File: src/hw/rtl/stp_pkg.sv
// ---------------------------------------------------------------------------
// Stepper ramp package
// Widths, codes and shared types of the trapezoidal stepper ramp generator.
// ---------------------------------------------------------------------------
`default_nettype none

package stp_pkg;

	localparam int STEP_BITS = 24;
	localparam int FRAC_BITS = 16;
	localparam int US_W      = 24;
	localparam int DELAY_W   = US_W + FRAC_BITS;
	localparam int MIN_W     = 20;
	localparam int RATE_W    = 16;
	localparam int SC_W      = 24;
	localparam int POS_W     = 32;
	localparam int MODE_W    = 3;
	localparam int ADDR_W    = 5;
	localparam int IDX_W     = 3;
	localparam int PROD_W    = STEP_BITS + RATE_W;
	localparam int DVD_W     = (DELAY_W + 1 > PROD_W + 1) ? DELAY_W + 1 : PROD_W + 1;
	localparam int DVS_W     = (STEP_BITS + 2 > RATE_W + 1) ? STEP_BITS + 2 : RATE_W + 1;
	localparam int CNT_W     = $clog2(DVD_W + 1);
	localparam int MAG_W     = (POS_W + 1 > STEP_BITS + 1) ? POS_W + 1 : STEP_BITS + 1;

	localparam logic [MODE_W-1:0] MODE_TIMER    = 3'd0;
	localparam logic [MODE_W-1:0] MODE_MOVE_REL = 3'd1;
	localparam logic [MODE_W-1:0] MODE_ROTATE   = 3'd2;
	localparam logic [MODE_W-1:0] MODE_STOP     = 3'd3;
	localparam logic [MODE_W-1:0] MODE_MOVE_ABS = 3'd4;
	localparam logic [MODE_W-1:0] MODE_ZERO     = 3'd5;

	localparam logic [IDX_W-1:0] REG_MIN_DELAY   = 3'd0;
	localparam logic [IDX_W-1:0] REG_FIRST_DELAY = 3'd1;
	localparam logic [IDX_W-1:0] REG_ACCEL       = 3'd2;
	localparam logic [IDX_W-1:0] REG_DECEL       = 3'd3;
	localparam logic [IDX_W-1:0] REG_STEPS_SPEED = 3'd4;

	localparam logic [MIN_W-1:0] MIN_DELAY_RESET = 20'd2500;

	typedef enum logic [1:0] {
		PH_STOP   = 2'd0,
		PH_ACCEL  = 2'd1,
		PH_CRUISE = 2'd2,
		PH_DECEL  = 2'd3
	} phase_t;

	typedef struct packed {
		logic [MIN_W-1:0]  min_delay;
		logic [US_W-1:0]   first_delay;
		logic [RATE_W-1:0] accel;
		logic [RATE_W-1:0] decel;
		logic [US_W-1:0]   steps_to_speed;
	} cfg_t;

	typedef enum logic [4:0] {
		OP_NONE,
		OP_LOAD,
		OP_START_MOVE,
		OP_START_ROT,
		OP_MUL_NS,
		OP_NS_ZERO,
		OP_DIV_NS,
		OP_SET_NS,
		OP_DIV_SUB,
		OP_SET_SUB,
		OP_DIV_RAMP,
		OP_SET_RAMP,
		OP_CRUISE,
		OP_STOP,
		OP_ZERO,
		OP_ISSUE,
		OP_IDLE_OUT
	} op_t;

	typedef enum logic [3:0] {
		S_IDLE,
		S_DECODE,
		S_MUL,
		S_NS_GO,
		S_NS_WAIT,
		S_SUB_CHK,
		S_SUB_WAIT,
		S_RAMP_WAIT,
		S_ISSUE,
		S_IDLE_OUT
	} state_t;

	typedef struct packed {
		op_t op;
	} dp_cmd_t;

	typedef struct packed {
		logic [MODE_W-1:0] mode;
		logic              running;
		logic              move_ok;
		logic              speed_set;
		logic              den_zero;
		logic              sub_needed;
		logic              ramping;
		logic              div_done;
		logic              out_free;
	} dp_status_t;

endpackage

`default_nettype wire

File: src/hw/rtl/stepper_trapezoid_ramp.sv
// ---------------------------------------------------------------------------
// Stepper trapezoidal ramp generator
// Linear speed ramp profile for a stepper motor, one result per command.
// ---------------------------------------------------------------------------
// Usage: commands and timer expiries enter on the slave stream, one transaction
// per item, with the mode in s_tuser. Each item yields exactly one result
// transaction on the master stream carrying the step pulse, the direction,
// the delay to the next step in microseconds and the position and phase.
// A timer item while accelerating or decelerating runs one division through
// the shared restoring divider; a cruise timer item, stop, zero and ignored
// items run none. Starting a move plans the ramp-down point with up to two
// divisions. One item is processed at a time. The result register decouples
// the two streams: a held result does not block acceptance of the next item,
// which waits only before writing its own result while the receiver stalls.
// Reset clears the motion state and loads the register defaults (minimum
// delay 2500 us, everything else zero). The user must write registers over
// the APB-style port only while the block is idle; the block itself does not
// enforce this.
// ---------------------------------------------------------------------------
`default_nettype none

module stepper_trapezoid_ramp (
	input  wire logic                       clk,
	input  wire logic                       arst_n,
	// slave stream
	input  wire logic                       s_tvalid,
	output logic                            s_tready,
	// step_count [23:0], rotate_direction [24], target_position [56:25]
	input  wire logic [63:0]                s_tdata,
	// mode [2:0]
	input  wire logic [stp_pkg::MODE_W-1:0] s_tuser,
	// master stream
	output logic                            m_tvalid,
	input  wire logic                       m_tready,
	// step_pulse [0], dir_out [1], next_delay_us [25:2], delay_valid [26],
	// current_position [58:27], phase [60:59]
	output logic      [63:0]                m_tdata,
	// configuration port
	input  wire logic                       psel,
	input  wire logic                       penable,
	input  wire logic                       pwrite,
	input  wire logic [stp_pkg::ADDR_W-1:0] paddr,
	input  wire logic [31:0]                pwdata,
	output logic      [31:0]                prdata,
	output logic                            pready
);
	import stp_pkg::*;

	cfg_t       cfg;
	dp_cmd_t    cmd;
	dp_status_t status;

	// Register file; the user must keep settings static while items are in flight (unenforced).
	stp_cfg u_cfg (
		.clk     (clk),
		.arst_n  (arst_n),
		.psel    (psel),
		.penable (penable),
		.pwrite  (pwrite),
		.paddr   (paddr),
		.pwdata  (pwdata),
		.prdata  (prdata),
		.pready  (pready),
		.cfg     (cfg)
	);

	// The controller only sequences; all arithmetic lives in the datapath.
	stp_ctrl u_ctrl (
		.clk      (clk),
		.arst_n   (arst_n),
		.s_tvalid (s_tvalid),
		.s_tready (s_tready),
		.status   (status),
		.cmd      (cmd)
	);

	// The datapath holds the motion state and owns the result register.
	stp_dp u_dp (
		.clk      (clk),
		.arst_n   (arst_n),
		.cfg      (cfg),
		.cmd      (cmd),
		.status   (status),
		.s_tdata  (s_tdata),
		.s_tuser  (s_tuser),
		.m_tvalid (m_tvalid),
		.m_tready (m_tready),
		.m_tdata  (m_tdata)
	);

endmodule

`default_nettype wire

File: src/hw/rtl/stp_cfg.sv
// ---------------------------------------------------------------------------
// Stepper ramp register file
// APB-style register block holding the profile settings.
// ---------------------------------------------------------------------------
`default_nettype none

module stp_cfg (
	input  wire logic                      clk,
	input  wire logic                      arst_n,
	input  wire logic                      psel,
	input  wire logic                      penable,
	input  wire logic                      pwrite,
	input  wire logic [stp_pkg::ADDR_W-1:0] paddr,
	input  wire logic [31:0]               pwdata,
	output logic      [31:0]               prdata,
	output logic                           pready,
	output stp_pkg::cfg_t                  cfg
);
	import stp_pkg::*;

	cfg_t             cfg_q;
	logic [IDX_W-1:0] idx;
	logic             wr;

	assign idx    = paddr[ADDR_W-1:2];
	assign wr     = psel && penable && pwrite;
	assign pready = 1'b1;
	assign cfg    = cfg_q;

	always_ff @(posedge clk or negedge arst_n) begin
		if (!arst_n) begin
			cfg_q.min_delay      <= MIN_DELAY_RESET;
			cfg_q.first_delay    <= '0;
			cfg_q.accel          <= '0;
			cfg_q.decel          <= '0;
			cfg_q.steps_to_speed <= '0;
		end else if (wr) begin
			case (idx)
				REG_MIN_DELAY:   cfg_q.min_delay      <= pwdata[MIN_W-1:0];
				REG_FIRST_DELAY: cfg_q.first_delay    <= pwdata[US_W-1:0];
				REG_ACCEL:       cfg_q.accel          <= pwdata[RATE_W-1:0];
				REG_DECEL:       cfg_q.decel          <= pwdata[RATE_W-1:0];
				REG_STEPS_SPEED: cfg_q.steps_to_speed <= pwdata[US_W-1:0];
				default: ;
			endcase
		end
	end

	always_comb begin
		case (idx)
			REG_MIN_DELAY:   prdata = 32'(cfg_q.min_delay);
			REG_FIRST_DELAY: prdata = 32'(cfg_q.first_delay);
			REG_ACCEL:       prdata = 32'(cfg_q.accel);
			REG_DECEL:       prdata = 32'(cfg_q.decel);
			REG_STEPS_SPEED: prdata = 32'(cfg_q.steps_to_speed);
			default:         prdata = '0;
		endcase
	end

endmodule

`default_nettype wire

File: src/hw/rtl/stp_div.sv
// ---------------------------------------------------------------------------
// Stepper ramp divider
// Restoring unsigned divider, one quotient bit per cycle.
// ---------------------------------------------------------------------------
`default_nettype none

module stp_div (
	input  wire logic                       clk,
	input  wire logic                       arst_n,
	input  wire logic                       start,
	input  wire logic [stp_pkg::DVD_W-1:0]  dividend,
	input  wire logic [stp_pkg::DVS_W-1:0]  divisor,
	output logic      [stp_pkg::DVD_W-1:0]  quotient,
	output logic                            done
);
	import stp_pkg::*;

	logic [DVS_W-1:0] rem_q;
	logic [DVS_W-1:0] dvs_q;
	logic [DVD_W-1:0] quo_q;
	logic [CNT_W-1:0] cnt_q;
	logic             busy_q;
	logic             done_q;
	logic [DVS_W:0]   trial;
	logic             ge;
	logic [DVS_W:0]   diff;

	assign trial    = {rem_q, quo_q[DVD_W-1]};
	assign ge       = trial >= {1'b0, dvs_q};
	assign diff     = trial - {1'b0, dvs_q};
	assign quotient = quo_q;
	assign done     = done_q;

	always_ff @(posedge clk or negedge arst_n) begin
		if (!arst_n) begin
			busy_q <= 1'b0;
			done_q <= 1'b0;
			cnt_q  <= '0;
		end else begin
			done_q <= 1'b0;
			if (start) begin
				busy_q <= 1'b1;
				cnt_q  <= CNT_W'(DVD_W);
			end else if (busy_q) begin
				cnt_q <= cnt_q - 1'b1;
				if (cnt_q == CNT_W'(1)) begin
					busy_q <= 1'b0;
					done_q <= 1'b1;
				end
			end
		end
	end

	always_ff @(posedge clk) begin
		if (start) begin
			rem_q <= '0;
			dvs_q <= divisor;
			quo_q <= dividend;
		end else if (busy_q) begin
			rem_q <= ge ? diff[DVS_W-1:0] : trial[DVS_W-1:0];
			quo_q <= {quo_q[DVD_W-2:0], ge};
		end
	end

endmodule

`default_nettype wire

File: src/hw/rtl/stp_dp.sv
// ---------------------------------------------------------------------------
// Stepper ramp datapath
// Motion state, delay arithmetic, shared divider and the result register.
// ---------------------------------------------------------------------------
`default_nettype none

module stp_dp (
	input  wire logic                clk,
	input  wire logic                arst_n,
	input  wire stp_pkg::cfg_t       cfg,
	input  wire stp_pkg::dp_cmd_t    cmd,
	output stp_pkg::dp_status_t      status,
	input  wire logic [63:0]         s_tdata,
	input  wire logic [stp_pkg::MODE_W-1:0] s_tuser,
	output logic                     m_tvalid,
	input  wire logic                m_tready,
	output logic      [63:0]         m_tdata
);
	import stp_pkg::*;

	localparam logic [STEP_BITS-1:0] STEP_MAX  = '1;
	localparam logic [DELAY_W-1:0]   DELAY_MAX = '1;

	// captured command
	logic [MODE_W-1:0]    mode_q;
	logic [SC_W-1:0]      sc_q;
	logic                 rdir_q;
	logic [POS_W-1:0]     tp_q;
	// motion state
	phase_t               phase_q;
	logic [STEP_BITS-1:0] step_q;
	logic [STEP_BITS-1:0] total_q;
	logic [STEP_BITS-1:0] ns_q;
	logic [DELAY_W-1:0]   delay_q;
	logic [POS_W-1:0]     pos_q;
	logic                 dir_q;
	logic [PROD_W-1:0]    prod_q;
	// result register
	logic                 ovalid_q;
	logic                 opulse_q;
	logic                 odir_q;
	logic [US_W-1:0]      odelay_q;
	logic                 odvalid_q;
	logic [POS_W-1:0]     opos_q;
	phase_t               ophase_q;

	logic [SC_W:0]        mag_rel;
	logic [POS_W:0]       diff;
	logic [MAG_W-1:0]     mag;
	logic                 mag_neg;
	logic [STEP_BITS-1:0] total_sat;
	logic [STEP_BITS-1:0] nts;
	logic [RATE_W:0]      den;
	logic [STEP_BITS-1:0] rem;
	logic                 div_start;
	logic [DVD_W-1:0]     dvd;
	logic [DVS_W-1:0]     dvs;
	logic [DVD_W-1:0]     quot;
	logic                 div_done;
	logic [DELAY_W-1:0]   d_acc;
	logic [DELAY_W+1:0]   d_dec;
	logic                 decel_hit;
	logic [STEP_BITS-1:0] step_inc;
	logic                 last_step;
	logic [DELAY_W-1:0]   min_fixed;
	logic                 use_cruise;

	always_comb begin
		mag_rel = sc_q[SC_W-1] ? ({1'b1, {SC_W{1'b0}}} - {1'b0, sc_q}) : {1'b0, sc_q};
		diff    = {tp_q[POS_W-1], tp_q} - {pos_q[POS_W-1], pos_q};
		if (mode_q == MODE_MOVE_ABS) begin
			mag_neg = diff[POS_W];
			mag     = MAG_W'(diff[POS_W] ? (~diff + 1'b1) : diff);
		end else begin
			mag_neg = sc_q[SC_W-1];
			mag     = MAG_W'(mag_rel);
		end
		total_sat = (mag > MAG_W'(STEP_MAX)) ? STEP_MAX : mag[STEP_BITS-1:0];
	end

	assign nts        = (cfg.accel == '0) ? '0 : STEP_BITS'(cfg.steps_to_speed);
	assign den        = {1'b0, cfg.decel} + {1'b0, cfg.accel};
	assign rem        = total_q - step_q;
	assign min_fixed  = DELAY_W'({cfg.min_delay, {FRAC_BITS{1'b0}}});
	assign use_cruise = (cfg.first_delay <= US_W'(cfg.min_delay)) || (cfg.accel == '0);
	assign decel_hit  = (total_q != '0) && (cfg.decel != '0) && (step_q >= ns_q);
	assign step_inc   = (step_q == STEP_MAX) ? step_q : step_q + 1'b1;
	assign last_step  = (total_q != '0) && (step_inc >= total_q);
	assign d_acc      = delay_q - quot[DELAY_W-1:0];
	assign d_dec      = (DELAY_W+2)'(delay_q) + (DELAY_W+2)'(quot);

	always_comb begin
		div_start = 1'b0;
		dvd       = DVD_W'({delay_q, 1'b0});
		dvs       = DVS_W'(den);
		case (cmd.op)
			OP_DIV_NS: begin
				div_start = 1'b1;
				dvd       = DVD_W'(prod_q);
			end
			OP_DIV_SUB: begin
				div_start = 1'b1;
				dvd       = DVD_W'(prod_q) + DVD_W'(cfg.decel) - 1'b1;
				dvs       = DVS_W'(cfg.decel);
			end
			OP_DIV_RAMP: begin
				div_start = 1'b1;
				dvs = (phase_q == PH_ACCEL) ? DVS_W'({step_q, 2'b01}) : DVS_W'({rem, 2'b01});
			end
			default: ;
		endcase
	end

	stp_div u_div (
		.clk      (clk),
		.arst_n   (arst_n),
		.start    (div_start),
		.dividend (dvd),
		.divisor  (dvs),
		.quotient (quot),
		.done     (div_done)
	);

	always_ff @(posedge clk or negedge arst_n) begin
		if (!arst_n) begin
			phase_q  <= PH_STOP;
			step_q   <= '0;
			total_q  <= '0;
			ns_q     <= '0;
			delay_q  <= '0;
			pos_q    <= '0;
			dir_q    <= 1'b0;
			ovalid_q <= 1'b0;
		end else begin
			if (ovalid_q && m_tready)
				ovalid_q <= 1'b0;
			case (cmd.op)
				OP_START_MOVE, OP_START_ROT: begin
					step_q <= '0;
					if (cmd.op == OP_START_MOVE) begin
						dir_q   <= !mag_neg;
						total_q <= total_sat;
					end else begin
						dir_q   <= rdir_q;
						total_q <= '0;
					end
					if (use_cruise) begin
						delay_q <= min_fixed;
						phase_q <= PH_CRUISE;
					end else begin
						delay_q <= {cfg.first_delay, {FRAC_BITS{1'b0}}};
						phase_q <= PH_ACCEL;
					end
				end
				OP_NS_ZERO: ns_q <= '0;
				OP_SET_NS:  ns_q <= quot[STEP_BITS-1:0];
				OP_SET_SUB: begin
					if (quot >= DVD_W'(total_q))
						ns_q <= '0;
					else
						ns_q <= total_q - quot[STEP_BITS-1:0];
				end
				OP_SET_RAMP: begin
					if (phase_q == PH_ACCEL) begin
						if (d_acc[DELAY_W-1:FRAC_BITS] <= US_W'(cfg.min_delay)) begin
							delay_q <= min_fixed;
							phase_q <= decel_hit ? PH_DECEL : PH_CRUISE;
						end else begin
							delay_q <= d_acc;
							phase_q <= decel_hit ? PH_DECEL : PH_ACCEL;
						end
					end else begin
						delay_q <= (d_dec > (DELAY_W+2)'(DELAY_MAX)) ? DELAY_MAX :
							d_dec[DELAY_W-1:0];
					end
				end
				OP_CRUISE: begin
					if (decel_hit)
						phase_q <= PH_DECEL;
				end
				OP_STOP: begin
					phase_q <= PH_STOP;
					total_q <= '0;
				end
				OP_ZERO: pos_q <= '0;
				OP_ISSUE: begin
					ovalid_q <= 1'b1;
					step_q   <= step_inc;
					pos_q    <= dir_q ? pos_q + 1'b1 : pos_q - 1'b1;
					if (last_step) begin
						phase_q <= PH_STOP;
						total_q <= '0;
					end
				end
				OP_IDLE_OUT: ovalid_q <= 1'b1;
				default: ;
			endcase
		end
	end

	always_ff @(posedge clk) begin
		if (cmd.op == OP_LOAD) begin
			mode_q <= s_tuser;
			sc_q   <= s_tdata[SC_W-1:0];
			rdir_q <= s_tdata[SC_W];
			tp_q   <= s_tdata[SC_W+POS_W:SC_W+1];
		end
		if (cmd.op == OP_MUL_NS)
			prod_q <= total_q * cfg.decel;
		else if (cmd.op == OP_SET_NS)
			prod_q <= nts * cfg.accel;
		if (cmd.op == OP_ISSUE) begin
			opulse_q  <= 1'b1;
			odir_q    <= dir_q;
			odelay_q  <= last_step ? '0 : delay_q[DELAY_W-1:FRAC_BITS];
			odvalid_q <= !last_step;
			opos_q    <= dir_q ? pos_q + 1'b1 : pos_q - 1'b1;
			ophase_q  <= last_step ? PH_STOP : phase_q;
		end else if (cmd.op == OP_IDLE_OUT) begin
			opulse_q  <= 1'b0;
			odir_q    <= dir_q;
			odelay_q  <= '0;
			odvalid_q <= 1'b0;
			opos_q    <= pos_q;
			ophase_q  <= phase_q;
		end
	end

	assign m_tvalid = ovalid_q;
	assign m_tdata  = {3'b000, ophase_q, opos_q, odvalid_q, odelay_q, odir_q, opulse_q};

	always_comb begin
		status.mode       = mode_q;
		status.running    = phase_q != PH_STOP;
		status.move_ok    = mag != '0;
		status.speed_set  = cfg.min_delay != '0;
		status.den_zero   = den == '0;
		status.sub_needed = (ns_q > nts) && (cfg.decel != '0);
		status.ramping    = (phase_q == PH_ACCEL) || (phase_q == PH_DECEL);
		status.div_done   = div_done;
		status.out_free   = !ovalid_q || m_tready;
	end

endmodule

`default_nettype wire

File: src/hw/rtl/stp_ctrl.sv
// ---------------------------------------------------------------------------
// Stepper ramp controller
// Sequences command decode, ramp-down planning, divisions and result issue.
// ---------------------------------------------------------------------------
`default_nettype none

module stp_ctrl (
	input  wire logic               clk,
	input  wire logic               arst_n,
	input  wire logic               s_tvalid,
	output logic                    s_tready,
	input  wire stp_pkg::dp_status_t status,
	output stp_pkg::dp_cmd_t        cmd
);
	import stp_pkg::*;

	state_t state_q;
	state_t state_d;

	always_ff @(posedge clk or negedge arst_n) begin
		if (!arst_n)
			state_q <= S_IDLE;
		else
			state_q <= state_d;
	end

	always_comb begin
		state_d = state_q;
		case (state_q)
			S_IDLE: begin
				if (s_tvalid)
					state_d = S_DECODE;
			end
			S_DECODE: begin
				state_d = S_IDLE_OUT;
				case (status.mode)
					MODE_TIMER: begin
						if (status.running)
							state_d = status.ramping ? S_RAMP_WAIT : S_ISSUE;
					end
					MODE_MOVE_REL, MODE_MOVE_ABS: begin
						if (!status.running && status.move_ok && status.speed_set)
							state_d = S_MUL;
					end
					MODE_ROTATE: begin
						if (!status.running && status.speed_set)
							state_d = S_ISSUE;
					end
					default: ;
				endcase
			end
			S_MUL:       state_d = S_NS_GO;
			S_NS_GO:     state_d = status.den_zero ? S_ISSUE : S_NS_WAIT;
			S_NS_WAIT: begin
				if (status.div_done)
					state_d = S_SUB_CHK;
			end
			S_SUB_CHK:   state_d = status.sub_needed ? S_SUB_WAIT : S_ISSUE;
			S_SUB_WAIT: begin
				if (status.div_done)
					state_d = S_ISSUE;
			end
			S_RAMP_WAIT: begin
				if (status.div_done)
					state_d = S_ISSUE;
			end
			S_ISSUE, S_IDLE_OUT: begin
				if (status.out_free)
					state_d = S_IDLE;
			end
			default: state_d = S_IDLE;
		endcase
	end

	always_comb begin
		cmd.op   = OP_NONE;
		s_tready = state_q == S_IDLE;
		case (state_q)
			S_IDLE: begin
				if (s_tvalid)
					cmd.op = OP_LOAD;
			end
			S_DECODE: begin
				case (status.mode)
					MODE_TIMER: begin
						if (status.running)
							cmd.op = status.ramping ? OP_DIV_RAMP : OP_CRUISE;
					end
					MODE_MOVE_REL, MODE_MOVE_ABS: begin
						if (!status.running && status.move_ok && status.speed_set)
							cmd.op = OP_START_MOVE;
					end
					MODE_ROTATE: begin
						if (!status.running && status.speed_set)
							cmd.op = OP_START_ROT;
					end
					MODE_STOP: cmd.op = OP_STOP;
					MODE_ZERO: cmd.op = OP_ZERO;
					default: ;
				endcase
			end
			S_MUL:   cmd.op = OP_MUL_NS;
			S_NS_GO: cmd.op = status.den_zero ? OP_NS_ZERO : OP_DIV_NS;
			S_NS_WAIT: begin
				if (status.div_done)
					cmd.op = OP_SET_NS;
			end
			S_SUB_CHK: begin
				if (status.sub_needed)
					cmd.op = OP_DIV_SUB;
			end
			S_SUB_WAIT: begin
				if (status.div_done)
					cmd.op = OP_SET_SUB;
			end
			S_RAMP_WAIT: begin
				if (status.div_done)
					cmd.op = OP_SET_RAMP;
			end
			S_ISSUE: begin
				if (status.out_free)
					cmd.op = OP_ISSUE;
			end
			S_IDLE_OUT: begin
				if (status.out_free)
					cmd.op = OP_IDLE_OUT;
			end
			default: ;
		endcase
	end

endmodule

`default_nettype wire

File: config.mk
export PLATFORM = sky130hd
export DESIGN_NAME = stepper_trapezoid_ramp
export DESIGN_NICKNAME = d
export VERILOG_FILES = /design/src/hw/rtl/stp_pkg.sv /design/src/hw/rtl/stepper_trapezoid_ramp.sv /design/src/hw/rtl/stp_cfg.sv /design/src/hw/rtl/stp_div.sv /design/src/hw/rtl/stp_dp.sv /design/src/hw/rtl/stp_ctrl.sv
export SDC_FILE = /design/constraint.sdc
export NUM_CORES = 2
export LEC_CHECK = 0
export BUFFER_PORTS_ARGS = -buffer_cell sky130_fd_sc_hd__buf_2
export CAP_MARGIN = 5
export CORE_MARGIN = 8
export CORE_UTILIZATION = 45
export DETAILED_ROUTE_END_ITERATION = 8
export GPL_TIMING_DRIVEN = 0
export HOLD_SLACK_MARGIN = 0.02
export SLEW_MARGIN = 20
export SYNTH_ARGS = -nofsm -noshare
export SYNTH_HDL_FRONTEND = slang
export SYNTH_SLANG_ARGS = --single-unit
File: constraint.sdc
create_clock -name clk -period 21 [get_ports clk]
set_clock_uncertainty 0.2 [all_clocks]
set_input_delay 5.25 -clock clk [delete_from_list [all_inputs] [get_ports clk]]
set_output_delay 5.25 -clock clk [all_outputs]
set_load 0.005 [all_outputs]
== Word level (Yosys, flattened, before mapping) ==
Cells that the tools add are included.

* Register bits after elaboration: 514
* Bits of input ports: 111

* Equality and inequality tests: 45
* Reduce and logical (&&, ||, !) cells: 51
* Mux-type cells: 86
* Bitwise operators: 1
* Add/sub/neg operators: 15
* Magnitude comparators: 9
* Multiply operators: 2

{| class="wikitable"
|+ Operators by type and width
! cell !! number
|-
| $mux 40 || 6
|-
| $mux 24 || 9
|-
| $pmux 24 s3 || 2
|-
| $pmux 24 s5 || 1
|-
| $mux 32 || 3
|-
| $mux 41 || 2
|-
| $pmux 41 s2 || 1
|-
| $mul 24x16->40 || 2
|-
| $pmux 40 s2 || 1
|-
| $mux 33 || 2
|-
| $pmux 32 s2 || 1
|-
| $mux 26 || 2
|-
| $mux 4 || 13
|-
| $pmux 26 s2 || 1
|-
| $pmux 5 s10 || 1
|-
| $ge 24x24->1 || 2
|-
| $le 24x20->1 || 2
|-
| $pmux 24 s2 || 1
|-
| $sub 24x24->24 || 2
|-
| $add 40x41->42 || 1
|-
| $gt 42x40->1 const B || 1
|-
| $add 40x16->41 || 1
|-
| $ge 41x24->1 || 1
|-
| $sub 41x1->41 const B || 1
|-
| other kinds (61) || 150
|}

== Longest topological paths before layout ==
* Word-level depth: 15
* Mapped depth: 35
* Mapped depth without buffers: 32

== Cells and area by module ==
Synthesis repeated with hierarchy kept, for this count alone.

* Cell total of the unflattened synthesis: 7700
* Area total of the unflattened synthesis: 67160.7 um^2

{| class="wikitable"
|+ By module, submodules not included
! module !! instances !! seq. area each (um^2) !! area each (um^2) !! cells an instance
|-
| stp_dp || 1 || 8528.2 || 56279.0 || 6773
|-
| stp_div || 1 || 2732.6 || 5521.5 || 498
|-
| stp_cfg || 1 || 2508.7 || 4722.0 || 337
|-
| stp_ctrl || 1 || 100.1 || 638.1 || 92
|}

== Least setup slack after synthesis ==
OpenSTA, ideal clock, no wires.

* Path type: input port to output port
* Start point: in paddr[2] (netlist name)
* End point: out prdata[10]
* Setup slack: 9096 ps
* Stages: 5
* Required time: 15550 ps
* Arrival: 6454 ps
* Cell sequence: clkbuf_1 buf_1 mux2_2 a22oi_1 o22ai_1

* Word-level cells in the longest chain between the ends: 2
* Elaborated cells between the ends (all ways): 6

{| class="wikitable"
|+ Ends and longest elaborated chain
! element !! RTL line !! source
|-
| start, declared || stepper_trapezoid_ramp.sv:42 || <nowiki>input wire logic [stp_pkg::ADDR_W-1:0] paddr,</nowiki>
|-
| $eq 3x3->1 (tied with other cells) || stp_cfg.sv:50 || <nowiki>case (idx)</nowiki>
|-
| $pmux 24 s5 * || stp_cfg.sv:50 ||
|-
| end, declared || stepper_trapezoid_ramp.sv:44 || <nowiki>output logic [31:0] prdata,</nowiki>
|}

Every way passes the cells marked *; elsewhere a longest branch is shown, timed or not.

== Worst setup path after layout ==
* Start point: in paddr[2] (netlist name)
* End point: out prdata[5]

The elaborated chain is that of the path after synthesis.

==> summary.md <==
| Metric | Value |
|---|---|
| GP Congestion | `0.995` |
| RSZ-0062 raised after global routing | `no` |
| Max-Cap Viols | `0` |
| Crit path launch type | `input port` |
| Top FF cell, synth | `dfrtp_1` |
| Clock sink count | `514` |
| Async SR Flop Fraction | `50.6%` |
| Sequential fraction of the synthesis area | `20.9%` |
| P&R area growth vs syn | `8.58%` |
| HP Class | `register to register` |
| Area contributors post-synth | `fa_1, ha_1, edfxtp_1` |
| Met1 WL | `109000 microns` |
| Status | `finished, final reports clean` |
| FF-to-FF End | `u_dp.prod_q[39]$_DFFE_PP_` |
| Worst hold slack | `0.251 ns` |
| Crit Path Class | `input port to output pin` |
| Core area | `147000 sq um` |
| Initial antenna violation count | `10` |
| Post-layout min period | `12.53 ns` |
| FMAX | `79.8 MHz` |
| Pins Over Slew Limit | `0` |
| Root Driver | `clkbuf_16` |
| Drt pass-1 iters | `6` |
| Syn. warnings | `0` |
| Fin. Hold Viols | `0` |
| Htree depth | `2` |
| Hold buffers post-CTS | `0` |
| Vias | `58500` |
| Avg Cell Area, Syn | `8.61 sq um` |
| Synth area leader | `fa_1` |
| Max clock buf depth | `3` |
| Hold path depth | `2` |
| CTS tree | `done` |
| First-pass GRT wire length | `375000 microns` |
| Largest net degree at the start of global routing | `100` |
| Crit end category | `output pin` |
| # rows | `141` |
| DR WL met3 | `20900 microns` |
| Met2 wire len | `111000 microns` |
| Worst-path clk slew | `0.06 ns` |
| Post-route clock period utilization | `59.7%` |
| Yosys reg bits | `514` |
| R2R setup slack | `9.28 ns` |
| Post-synthesis instance area | `66300 sq um` |
| Num CTS Buffers | `61` |
| Final nets | `9345` |
| Skew-Pair Late Insertion Delay | `0.69 ns` |
| DP HPWL | `208000 microns` |
| Setup violations, final | `0` |
| R2R depth | `34` |
| Total grt overflow | `0` |
| GRT Overall Usage | `31.2%` |
| Reg2reg start | `u_cfg.cfg[41]$_DFFE_PN0P_` |
| Routed Antenna Nets | `0` |
| Most frequent cells after synthesis | `inv_1, nand2_1, ha_1` |
| Slew @ Worst Pin | `1.22 ns` |
| EDFF count, synth | `227` |
| Final setup TNS | `0 ns` |
| Fill count | `14200` |
| Hold Startpoint | `u_dp.opulse_q$_SDFFE_PP1N_` |
| Post-Syn Instances | `7706` |
| Initial Util | `45.1%` |
| Top Metal Used | `met5` |
| I/O Pins | `210` |
| Worst-path fanout max | `10` |
| Number of global-route vias before repair | `57200` |
| Arrival @ worst endpoint | `7.08 ns` |
| Share of layout cells above drive strength 1 | `7.17%` |
| Die width | `400 microns` |
| Area of the die | `160000 sq um` |
| Yosys top cell area share | `18.7%` |
| DR vias/cell | `5.88` |
| Routed WL per cell | `25.6 microns` |
| Hold EP | `u_dp.opulse_q$_SDFFE_PP1N_` |
| Drc violations | `0` |
| Total Routed Length | `255000 microns` |
| Die height | `400 microns` |
| Post-cts gate resize count | `0` |
| Distinct cells, synth | `123` |
| Postcts setup bufs | `0` |
| I/O Buffers | `177` |
| Initial drt markers | `5637` |
| Max transition margin | `18.6%` |
| Most numerous cell in the Yosys netlist | `inv_1` |
| WP data required | `15.55 ns` |
[cells by family (layout without fill, tap and decap cells)]
| family | after synthesis | in the layout | synth area share (%) |
|---|---|---|---|
| flops | 514 | 514 | 20.9 |
| simple gates | 2371 | 2371 | 16.6 |
| compound gates | 1626 | 1626 | 16.2 |
| fa+ha+maj | 1271 | 1271 | 31.0 |
| other cells | 2 | 16 | 0.0113 |
| mux | 150 | 150 | 2.45 |
| xor+xnor | 318 | 318 | 4.22 |
| buf+inv | 1454 | 1754 | 8.67 |
[flip-flops by register name, summed over array words and instances, names as in the netlist, 2 cells and up]
register / count
u_cfg.cfg: 100
u_ctrl.state_q: 4
u_dp.delay_q: 40
u_dp.mode_q: 3
u_dp.ns_q: 24
u_dp.odelay_q: 24
u_dp.ophase_q: 2
u_dp.opos_q: 32
u_dp.phase_q: 2
u_dp.pos_q: 32
u_dp.prod_q: 40
u_dp.sc_q: 24
u_dp.step_q: 24
u_dp.total_q: 24
u_dp.tp_q: 32
u_dp.u_div.cnt_q: 6
u_dp.u_div.dvs_q: 26
u_dp.u_div.quotient: 41
u_dp.u_div.rem_q: 26
[area by class of cell]
type	instances	area (sq um)	share of cell area, %
Timing Repair Buffer	184	1060	1.47
Buffer	419	1870	2.60
Sequential cell	514	13900	19.3
Multi-Input combinational cell	5748	46800	65.0
Clock inverter	30	342	0.474
Inverter	1035	3890	5.40
Antenna cell	4	10.0	0.0139
Tap cell	1930	2410	3.35
Clock buffer	86	1770	2.46
[cells in the final DEF, fill, tap and decap left out, drive strengths merged, types with 139 or more instances in the layout]
master / Yosys / routed
a21oi: 413 / 413
inv: 1028 / 1035
edfxtp: 227 / 227
ha: 650 / 650
nand2: 967 / 967
xnor2: 224 / 224
clkbuf: 327 / 413
buf: 92 / 276
dfrtp: 255 / 255
o21ai: 392 / 392
a21o: 139 / 139
fa: 621 / 621
nor2: 532 / 532
[critical path: stages]
cell and delay [ns]:
clkbuf_1 0.32, nor2b_1 0.18, clkbuf_1 0.28, clkbuf_1 0.45
a22oi_1 0.13, o22ai_1 0.28, buf_2 0.18
[through the flow]
step                      worst slack, ns  cells  instance area [sq um]  util [%]
after floorplan                      9.10   7716                  66300         -
after CTS                            8.60   9946                  72000      49.0
after global placement               8.58   9823                  69700      47.4
final                                8.47   9950                  72000      49.0
after global routing                 8.40   9946                  72000      49.0
after detailed placement             8.61   9830                  69900      47.5
[layer usage]
metal	track usage, %	vias up
met5	0	-
met4	13.5	8
met3	5.50	523
met2	48.1	2486
met1	43.0	29000
li1	-	26500
[how the worst max path moves through the flow]
stage / startpoint / end / slack (ns) / depth (start not counted)
after floorplan: paddr[2] / prdata[10] / 9.10 / 5
after detailed placement: paddr[2] / prdata[15] / 8.61 / 7
after global placement: paddr[3] / prdata[7] / 8.58 / 6
after global routing: paddr[2] / prdata[12] / 8.40 / 7
final: paddr[2] / prdata[5] / 8.47 / 7
after CTS: paddr[2] / prdata[15] / 8.60 / 7
Power is not shown: default switching activity piles up to over one toggle a cycle in this logic, so the estimate is an artifact.
